--- src/hw/rtl/mfp_pkg.sv ---
// Shared types, mode codes and register indexes for the motor fault protection block.
package mfp_pkg;

  localparam int CfgIdxW  = 3;
  localparam int CfgDataW = 16;
  localparam int ErrW     = 12;
  localparam int WarnW    = 3;

  // Operating modes
  localparam logic [2:0] MODE_INIT     = 3'd0;
  localparam logic [2:0] MODE_ARMED    = 3'd1;
  localparam logic [2:0] MODE_RUNNING  = 3'd2;
  localparam logic [2:0] MODE_WINDDOWN = 3'd3;
  localparam logic [2:0] MODE_DISARMED = 3'd4;

  // Register indexes
  localparam logic [CfgIdxW-1:0] REG_PHASE_LIMIT  = 3'd0;
  localparam logic [CfgIdxW-1:0] REG_BUS_LIMIT    = 3'd1;
  localparam logic [CfgIdxW-1:0] REG_SUM_LIMIT    = 3'd2;
  localparam logic [CfgIdxW-1:0] REG_VBUS_UPPER   = 3'd3;
  localparam logic [CfgIdxW-1:0] REG_VBUS_LOWER   = 3'd4;
  localparam logic [CfgIdxW-1:0] REG_SPEED_LIMIT  = 3'd5;
  localparam logic [CfgIdxW-1:0] REG_UV_STACK_THR = 3'd6;
  localparam logic [CfgIdxW-1:0] REG_STACKING_ON  = 3'd7;

  // Register reset values
  localparam logic [14:0] PHASE_LIMIT_RST  = 15'd2400;
  localparam logic [14:0] BUS_LIMIT_RST    = 15'd1600;
  localparam logic [15:0] SUM_LIMIT_RST    = 16'd1920;
  localparam logic [15:0] VBUS_UPPER_RST   = 16'd30720;
  localparam logic [15:0] VBUS_LOWER_RST   = 16'd6400;
  localparam logic [14:0] SPEED_LIMIT_RST  = 15'd16000;
  localparam logic [15:0] UV_STACK_THR_RST = 16'd0;

  // Error mask bit positions
  localparam int ERR_OV_BIT    = 8;
  localparam int ERR_UV_BIT    = 9;
  localparam int ERR_SPEED_BIT = 10;
  localparam int ERR_ADC_BIT   = 11;

  typedef struct packed {
    logic [2:0]         mode;
    logic               clear_all;
    logic [2:0]         warn_clear_mask;
    logic signed [15:0] cur_a;
    logic signed [15:0] cur_b;
    logic signed [15:0] cur_c;
    logic signed [15:0] cur_bus;
    logic [15:0]        volt_bus;
    logic [15:0]        stack_mean;
    logic signed [15:0] speed;
    logic               ext_fault;
    logic [1:0]         ext_warn;
  } mfp_in_t;

  typedef struct packed {
    logic [ErrW-1:0]  error_mask;
    logic [WarnW-1:0] warning_mask;
    logic             gate_on;
  } mfp_out_t;

endpackage

--- src/hw/rtl/motor_fault_protection_core.sv ---
// Top level of the motor drive fault protection block: limit checks, sticky masks, gate latch.
//
//  channel | ports                              | direction | beat
//  --------+------------------------------------+-----------+---------------------------
//  in      | in_valid, in_ready, in_data        | sink      | one sample set per tick
//  out     | out_valid, out_ready, out_data     | source    | masks and gate after tick
//  cfg     | cfg_valid, cfg_ready, cfg_index,   | sink      | one limit register write
//          | cfg_data                           |           |
//
// An input beat lands in the input register; from there the checks and sticky updates
// run in one pass and the result lands in the output register. One beat is taken
// every cycle while the output is not stalled. The sticky masks, previous mode and
// gate latch advance only when a beat moves from the input to the output register.
// A stalled output holds both registers; the input register still takes a beat while
// it is empty. Synchronous reset empties both registers, clears the sticky state and
// loads the limit registers with their defaults. Configuration writes are taken at once.
module motor_fault_protection_core
  import mfp_pkg::*;
(
  input  logic                clk,
  input  logic                rst_n,
  input  logic                in_valid,
  output logic                in_ready,
  input  mfp_in_t             in_data,
  output logic                out_valid,
  input  logic                out_ready,
  output mfp_out_t            out_data,
  input  logic                cfg_valid,
  output logic                cfg_ready,
  input  logic [CfgIdxW-1:0]  cfg_index,
  input  logic [CfgDataW-1:0] cfg_data
);

  // Limit registers
  logic [14:0] phase_limit_r;
  logic [14:0] bus_limit_r;
  logic [15:0] sum_limit_r;
  logic [15:0] vbus_upper_r;
  logic [15:0] vbus_lower_r;
  logic [14:0] speed_limit_r;
  logic [15:0] uv_stack_thr_r;
  logic        stacking_on_r;

  // Pipeline registers
  logic     s1_valid_r;
  mfp_in_t  s1_data_r;
  logic     out_valid_r;
  mfp_out_t out_data_r;

  // Sticky state
  logic [ErrW-1:0]  err_r,  err_nxt;
  logic [WarnW-1:0] warn_r, warn_nxt;
  logic [2:0]       prev_mode_r;
  logic             gate_r, gate_nxt;

  logic advance;

  assign cfg_ready = 1'b1;
  // Move the held beat forward whenever the output slot is free or being emptied.
  assign advance   = !out_valid_r || out_ready;
  assign in_ready  = !s1_valid_r || advance;
  assign out_valid = out_valid_r;
  assign out_data  = out_data_r;

  always_ff @(posedge clk) begin
    if (!rst_n) begin
      phase_limit_r  <= PHASE_LIMIT_RST;
      bus_limit_r    <= BUS_LIMIT_RST;
      sum_limit_r    <= SUM_LIMIT_RST;
      vbus_upper_r   <= VBUS_UPPER_RST;
      vbus_lower_r   <= VBUS_LOWER_RST;
      speed_limit_r  <= SPEED_LIMIT_RST;
      uv_stack_thr_r <= UV_STACK_THR_RST;
      stacking_on_r  <= 1'b0;
    end else if (cfg_valid) begin
      unique case (cfg_index)
        REG_PHASE_LIMIT:  phase_limit_r  <= cfg_data[14:0];
        REG_BUS_LIMIT:    bus_limit_r    <= cfg_data[14:0];
        REG_SUM_LIMIT:    sum_limit_r    <= cfg_data;
        REG_VBUS_UPPER:   vbus_upper_r   <= cfg_data;
        REG_VBUS_LOWER:   vbus_lower_r   <= cfg_data;
        REG_SPEED_LIMIT:  speed_limit_r  <= cfg_data[14:0];
        REG_UV_STACK_THR: uv_stack_thr_r <= cfg_data;
        REG_STACKING_ON:  stacking_on_r  <= cfg_data[0];
        default: ;
      endcase
    end
  end

  // Checks on the held beat
  logic signed [16:0] ph_lim_s, bus_lim_s;
  logic [7:0]         cur_trips;
  logic signed [17:0] phase_sum;
  logic [16:0]        sum_mag;
  logic [15:0]        speed_mag;
  logic               active, clear_honored;
  logic               ov_trip, uv_trip, speed_trip, sum_warn;
  logic [ErrW-1:0]    trips;
  logic [ErrW-1:0]    err_base, err_chk;
  logic [WarnW-1:0]   warn_base;

  always_comb begin
    ph_lim_s  = signed'({2'b00, phase_limit_r});
    bus_lim_s = signed'({2'b00, bus_limit_r});

    cur_trips[0] = 17'(s1_data_r.cur_a)   >  ph_lim_s;
    cur_trips[1] = 17'(s1_data_r.cur_a)   < -ph_lim_s;
    cur_trips[2] = 17'(s1_data_r.cur_b)   >  ph_lim_s;
    cur_trips[3] = 17'(s1_data_r.cur_b)   < -ph_lim_s;
    cur_trips[4] = 17'(s1_data_r.cur_c)   >  ph_lim_s;
    cur_trips[5] = 17'(s1_data_r.cur_c)   < -ph_lim_s;
    cur_trips[6] = 17'(s1_data_r.cur_bus) >  bus_lim_s;
    cur_trips[7] = 17'(s1_data_r.cur_bus) < -bus_lim_s;

    // Exact three-way sum; magnitude fits 17 bits.
    phase_sum = 18'(s1_data_r.cur_a) + 18'(s1_data_r.cur_b) + 18'(s1_data_r.cur_c);
    sum_mag   = phase_sum[17] ? 17'(-phase_sum) : phase_sum[16:0];
    sum_warn  = sum_mag > {1'b0, sum_limit_r};

    speed_mag  = s1_data_r.speed[15] ? 16'(-s1_data_r.speed) : 16'(s1_data_r.speed);
    speed_trip = speed_mag > {1'b0, speed_limit_r};

    active  = (s1_data_r.mode == MODE_RUNNING) || (s1_data_r.mode == MODE_WINDDOWN);
    ov_trip = s1_data_r.volt_bus > vbus_upper_r;
    uv_trip = active && (s1_data_r.volt_bus < vbus_lower_r) &&
              ((s1_data_r.stack_mean >= uv_stack_thr_r) || !stacking_on_r);

    trips                = '0;
    trips[7:0]           = cur_trips;
    trips[ERR_OV_BIT]    = ov_trip;
    trips[ERR_UV_BIT]    = uv_trip;
    trips[ERR_SPEED_BIT] = speed_trip;

    // Clear requests apply before this tick's checks.
    clear_honored = s1_data_r.clear_all &&
                    ((s1_data_r.mode == MODE_INIT) || (s1_data_r.mode == MODE_DISARMED));
    if (clear_honored) begin
      err_base  = '0;
      warn_base = '0;
    end else begin
      err_base  = err_r;
      warn_base = warn_r & ~s1_data_r.warn_clear_mask;
    end

    err_chk = err_base | trips;

    // Gate: close on armed-to-active with a clean mask, hold while clean and active,
    // drop otherwise and on any trip or external fault this tick.
    if (active && (err_chk == '0)) begin
      gate_nxt = (prev_mode_r == MODE_ARMED) ? 1'b1 : gate_r;
    end else begin
      gate_nxt = 1'b0;
    end
    if ((trips != '0) || s1_data_r.ext_fault) begin
      gate_nxt = 1'b0;
    end

    err_nxt              = err_chk;
    err_nxt[ERR_ADC_BIT] = err_chk[ERR_ADC_BIT] | s1_data_r.ext_fault;
    warn_nxt             = warn_base | {s1_data_r.ext_warn, sum_warn};
  end

  always_ff @(posedge clk) begin
    if (!rst_n) begin
      s1_valid_r  <= 1'b0;
      out_valid_r <= 1'b0;
      err_r       <= '0;
      warn_r      <= '0;
      prev_mode_r <= MODE_INIT;
      gate_r      <= 1'b0;
    end else begin
      if (in_ready) begin
        s1_valid_r <= in_valid;
      end
      if (advance) begin
        out_valid_r <= s1_valid_r;
        if (s1_valid_r) begin
          err_r       <= err_nxt;
          warn_r      <= warn_nxt;
          prev_mode_r <= s1_data_r.mode;
          gate_r      <= gate_nxt;
        end
      end
    end
  end

  // Payload registers: load on a taken beat, hold otherwise.
  always_ff @(posedge clk) begin
    if (in_ready && in_valid) begin
      s1_data_r <= in_data;
    end
    if (advance && s1_valid_r) begin
      out_data_r.error_mask   <= err_nxt;
      out_data_r.warning_mask <= warn_nxt;
      out_data_r.gate_on      <= gate_nxt;
    end
  end

endmodule

--- config.mk ---
export PLATFORM = sky130hd
export DESIGN_NAME = motor_fault_protection_core
export DESIGN_NICKNAME = d
export VERILOG_FILES = /design/src/hw/rtl/mfp_pkg.sv /design/src/hw/rtl/motor_fault_protection_core.sv
export SDC_FILE = /design/constraint.sdc
export NUM_CORES = 1
export LEC_CHECK = 0
export BUFFER_PORTS_ARGS = -buffer_cell sky130_fd_sc_hd__buf_2
export CORE_ASPECT_RATIO = 1.1
export CORE_MARGIN = 3
export CORE_UTILIZATION = 55
export CTS_CLUSTER_DIAMETER = 80
export DETAILED_ROUTE_END_ITERATION = 16
export MAX_ROUTING_LAYER = met4
export PLACE_DENSITY = 0.82
export SLEW_MARGIN = 15
export SYNTH_ARGS = -nofsm -noshare
export SYNTH_HDL_FRONTEND = slang
export SYNTH_SLANG_ARGS = --single-unit
--- constraint.sdc ---
create_clock -name clk -period 10.1 [get_ports clk]
set_clock_uncertainty 0.1 [all_clocks]
set_input_delay 1.515 -clock clk [delete_from_list [all_inputs] [get_ports clk]]
set_output_delay 1.515 -clock clk [all_outputs]
set_load 0.1 [all_outputs]
==> qor.csv <==
stage;metric;value;unit
run_status;status;finished, final reports clean;
sta;fmax;181;MHz
synthesis;ys_seq_area_share;41.6;%
synthesis;ys.warnings.count;0;
sta;worst_slack;4560;ps
grt;grt_start_max_net_pins;75;
clock_tree;cts_htree_levels;1;
layout;area_growth;13.2;%
detailed_routing;wl_per_cell;19.2;um
clock_tree;ctsResizeCount;0;
clock_tree;cts_tree;built;
detailed_routing;ant_nets;0;
detailed_routing;via_per_inst;5.80;
place;pre_cts_ws;4660;ps
clock_tree;cts-buffers-inserted;29;
place;place_congestion;0.932;
grt;grt_pass1_wl;66200;um
synthesis;syn_nets;2053;
place;dp_hpwl;32300;um
critical_path;path_buf_inv;0;
detailed_routing;dr.pass1.iters;6;
die;core_area;29000;um2
place;placement.cell_area;17400;um2
worst_hold_path;hp-class;flip-flop to flip-flop;
layout;fin_util;63.7;%
grt;grt_usage;27.0;%
die;start_util;56.2;%
sta;maxSlewViolCount;0;
detailed_routing;drc;0;
die;die_h;186;um
clock_tree;insertion_delay;560;ps
clock_tree;cts_hold_buf;0;
critical_path;cp_cell_sequence;fa_1 > ha_1 > fa_1 > a21o_1 > a22o_1 > o211ai_1 > a21oi_1 > a21oi_1 > nand3_1 > o21ai_0 > o21ai_0 > ha_1 > nor2b_1 > o21a_1 > o21a_1 > o21ai_0 > a21oi_1 > o2111ai_1 > nand2_1 > or3b_1;
sta;finalSetupViolCount;0;
critical_path;cpPeakStageDelay;500;ps
synthesis;postSynthCellCount;1668;
critical_path;end_kind;flip-flop;
synthesis;synth_edf_count;138;
clock_tree;post_cts_buffers;0;
critical_path;arrival;5730;ps
power;p_leak;0.00765;uW
place;port-buffer-count;163;
synthesis;syn-cell-area;16300;um2
worst_hold_path;min_to;vbus_upper_r[2]$_SDFFE_PN0P_;
detailed_routing;vias;12856;
critical_path;r2r-start;s1_data_r[68]$_DFFE_PP_;
sta;hold_ws;363;ps
critical_path;start_kind;flip-flop;
die;dieArea;31700;um2
grt;first_global_vias;12614;
worst_hold_path;hp-start;vbus_upper_r[2]$_SDFFE_PN0P_;
worst_hold_path;holdPathStages;2;
sta;finalCritPeriodShare;54.8;%
layout;drive_gt1_share;13.0;%
synthesis;yosys-top-cells-area;edfxtp_1 (25%), ha_1 (17%), dfxtp_1 (16%), nand2_1 (6.3%), a21boi_0 (4.2%);
sta;worst_pin_slew;1020;ps
synthesis;async_flop_share;0;%
critical_path;worst-path-max-fanout;11;
power;irDropWorstVdd;178;uV
grt;overflow;0;
sta;slew_headroom;31.4;%
critical_path;reg2reg_setup_slack;4560;ps
die;die_w;170;um
sta;finalHoldViolations;0;
critical_path;reg2reg_depth;20;
synthesis;ys_seq_elements;269;
critical_path;crit_type;flip-flop to flip-flop;
sta;final.setup.tns;0;ps
grt;antenna_found_initial;3;
synthesis;synth_top_area_share;25.5;%
clock_tree;cts_buffer_depth;3;
die;rows;65;
critical_path;crit_family;compound AO/OA/AOI/OAI gates;
sta;period_needed;5540;ps
clock_tree;clock_sinks;269;
layout;final_area;18400;um2
critical_path;cp.required;10300;ps
layout;final_nets;2207;
synthesis;avgSynthCellArea;9.76;um2
die;io_pins;165;
synthesis;synth_flop_cell;edfxtp_1;
sta;rsz0062_at_grt;false;
synthesis;synth.distinct_cells;67;
critical_path;r2r_end;out_data[1]$_DFFE_PP_;
detailed_routing;initialDrtViolationCount;896;
power;cellPowerDensity;164;nW/um2
critical_path;cpMaxStageDelayCell;fa_1;
detailed_routing;wirelength;42500;um
clock_tree;path_clk_slew;60;ps
synthesis;yosysTopAreaCell;edfxtp_1;
flow_run;cap_violations;0;
clock_tree;ctsRootBufferMaster;clkbuf_16;
-- state kept, by name (all words and copies together) (netlist names) --
name            cells
stacking_on_r       1
phase_limit_r      15
s1_valid_r          1
vbus_upper_r       16
speed_limit_r      15
gate_r              1
out_data           16
vbus_lower_r       16
sum_limit_r        16
s1_data_r         122
bus_limit_r        15
prev_mode_r         3
uv_stack_thr_r     16
warn_r              3
out_valid           1
err_r              12
-- metal layers --
metal  global-route usage (%)  wire [um]  vias up
met3                     3.31       2420       99
met4                     10.5       1830        0
met5                        -          0        -
met1                     34.2      18100     6078
li1                         -          -     6285
met2                     44.4      20100      394
-- synth_stat cells, types with 3 or more instances --
| cell type | instances |
|---|---|
| o41ai_1 | 3 |
| nor3b_1 | 8 |
| nor2b_1 | 26 |
| o211ai_1 | 36 |
| xnor2_1 | 52 |
| ha_1 | 222 |
| nor2_1 | 59 |
| or4_1 | 5 |
| nand2_1 | 272 |
| a31oi_1 | 6 |
| fa_1 | 17 |
| a2111oi_0 | 3 |
| nor3_1 | 27 |
| o21ai_1 | 8 |
| and3_1 | 5 |
| nor4_1 | 12 |
| and2_1 | 3 |
| a211oi_1 | 14 |
| o211a_1 | 8 |
| nand4_1 | 44 |
| nand2b_1 | 22 |
| o21ai_0 | 50 |
| nand3_1 | 16 |
| inv_1 | 138 |
| or3_1 | 6 |
| o31ai_1 | 8 |
| xor2_1 | 8 |
| or2_2 | 4 |
| and4_1 | 4 |
| dfxtp_1 | 131 |
| a31o_2 | 3 |
| a221oi_1 | 3 |
| a21oi_1 | 63 |
| a21o_1 | 49 |
| edfxtp_1 | 138 |
| clkbuf_1 | 44 |
| nand3b_1 | 3 |
| o21a_1 | 20 |
| o2111ai_1 | 3 |
| a21boi_0 | 92 |
-- layout by cell type (no fill, tap or decap), drive strengths merged, types with 5 or more instances in the layout --
cell type and instances:
a211oi 14, o21a 20, or3 6, clkinv 8
buf 171, a21oi 64, clkbuf 40, nand2b 22
o21ai 58, nand4 44, inv 143, o31ai 8
xnor2 52, fa 17, o211ai 36, nor3 27
nor2b 26, nor3b 8, nor4 12, nor2 60
edfxtp 138, ha 222, a31oi 7, nand3 16
and3 5, dfxtp 131, nand2 272, a21o 49
o211a 8, xor2 8, or4 6, a21boi 92
-- metrics by stage --
stage	std cells	total power, uW
floorplan	1668	1760
global placement	2159	1950
detailed placement	2159	1960
CTS	2213	3040
global route	2216	3180
finish	2216	3030
-- layout make-up --
| class | count | area (um2) |
|---|---|---|
| Antenna cell | 3 | 7.51 |
| Inverter | 138 | 518 |
| Clock inverter | 14 | 92.6 |
| Fill cell | 2359 | 10500 |
| Sequential cell | 269 | 6770 |
| Tap cell | 368 | 460 |
| Multi-Input combinational cell | 1213 | 8820 |
| Clock buffer | 40 | 893 |
| Timing Repair Buffer | 171 | 876 |
-- worst max path at each step --
stage               slack, ps  depth (start not counted)                     end               startpoint
finish                   4560                         20   out_data[1]$_DFFE_PP_  s1_data_r[68]$_DFFE_PP_
global route             4210                         21  warn_r[0]$_SDFFE_PN0P_  s1_data_r[68]$_DFFE_PP_
CTS                      4650                         20   out_data[1]$_DFFE_PP_  s1_data_r[68]$_DFFE_PP_
detailed placement       4660                         20   out_data[1]$_DFFE_PP_  s1_data_r[68]$_DFFE_PP_
global placement         4790                         17   out_data[1]$_DFFE_PP_  s1_data_r[68]$_DFFE_PP_
floorplan                4340                          3  s1_data_r[0]$_DFFE_PP_                out_ready
-- report_power, final --
| part | switching (uW) | internal [uW] |
|---|---|---|
| sequential | 39.4 | 1210 |
| clock | 454 | 623 |
| combinational | 423 | 284 |
| total | 916 | 2110 |
-- logic make-up (layout without fill, tap and decap cells) --
kind of cell	Yosys count	in the layout	share of synthesized area, %
DFF	269	269	41.6
buffers and inverters	186	363	4.36
AOI/OAI and AO/OA	387	387	16.5
and+or+nand+nor	524	524	15.0
other	1	4	0.0230
xor gates and xnor gates	60	60	3.23
muxes	2	2	0.123
adders and majority gates	239	239	19.2
-- worst min-delay path, cell delays in order, from the launching register on --
cell and delay (ps):
dfxtp_1 310, nand2_1 50, a21boi_0 60
Power figures use the tool's default switching activity.
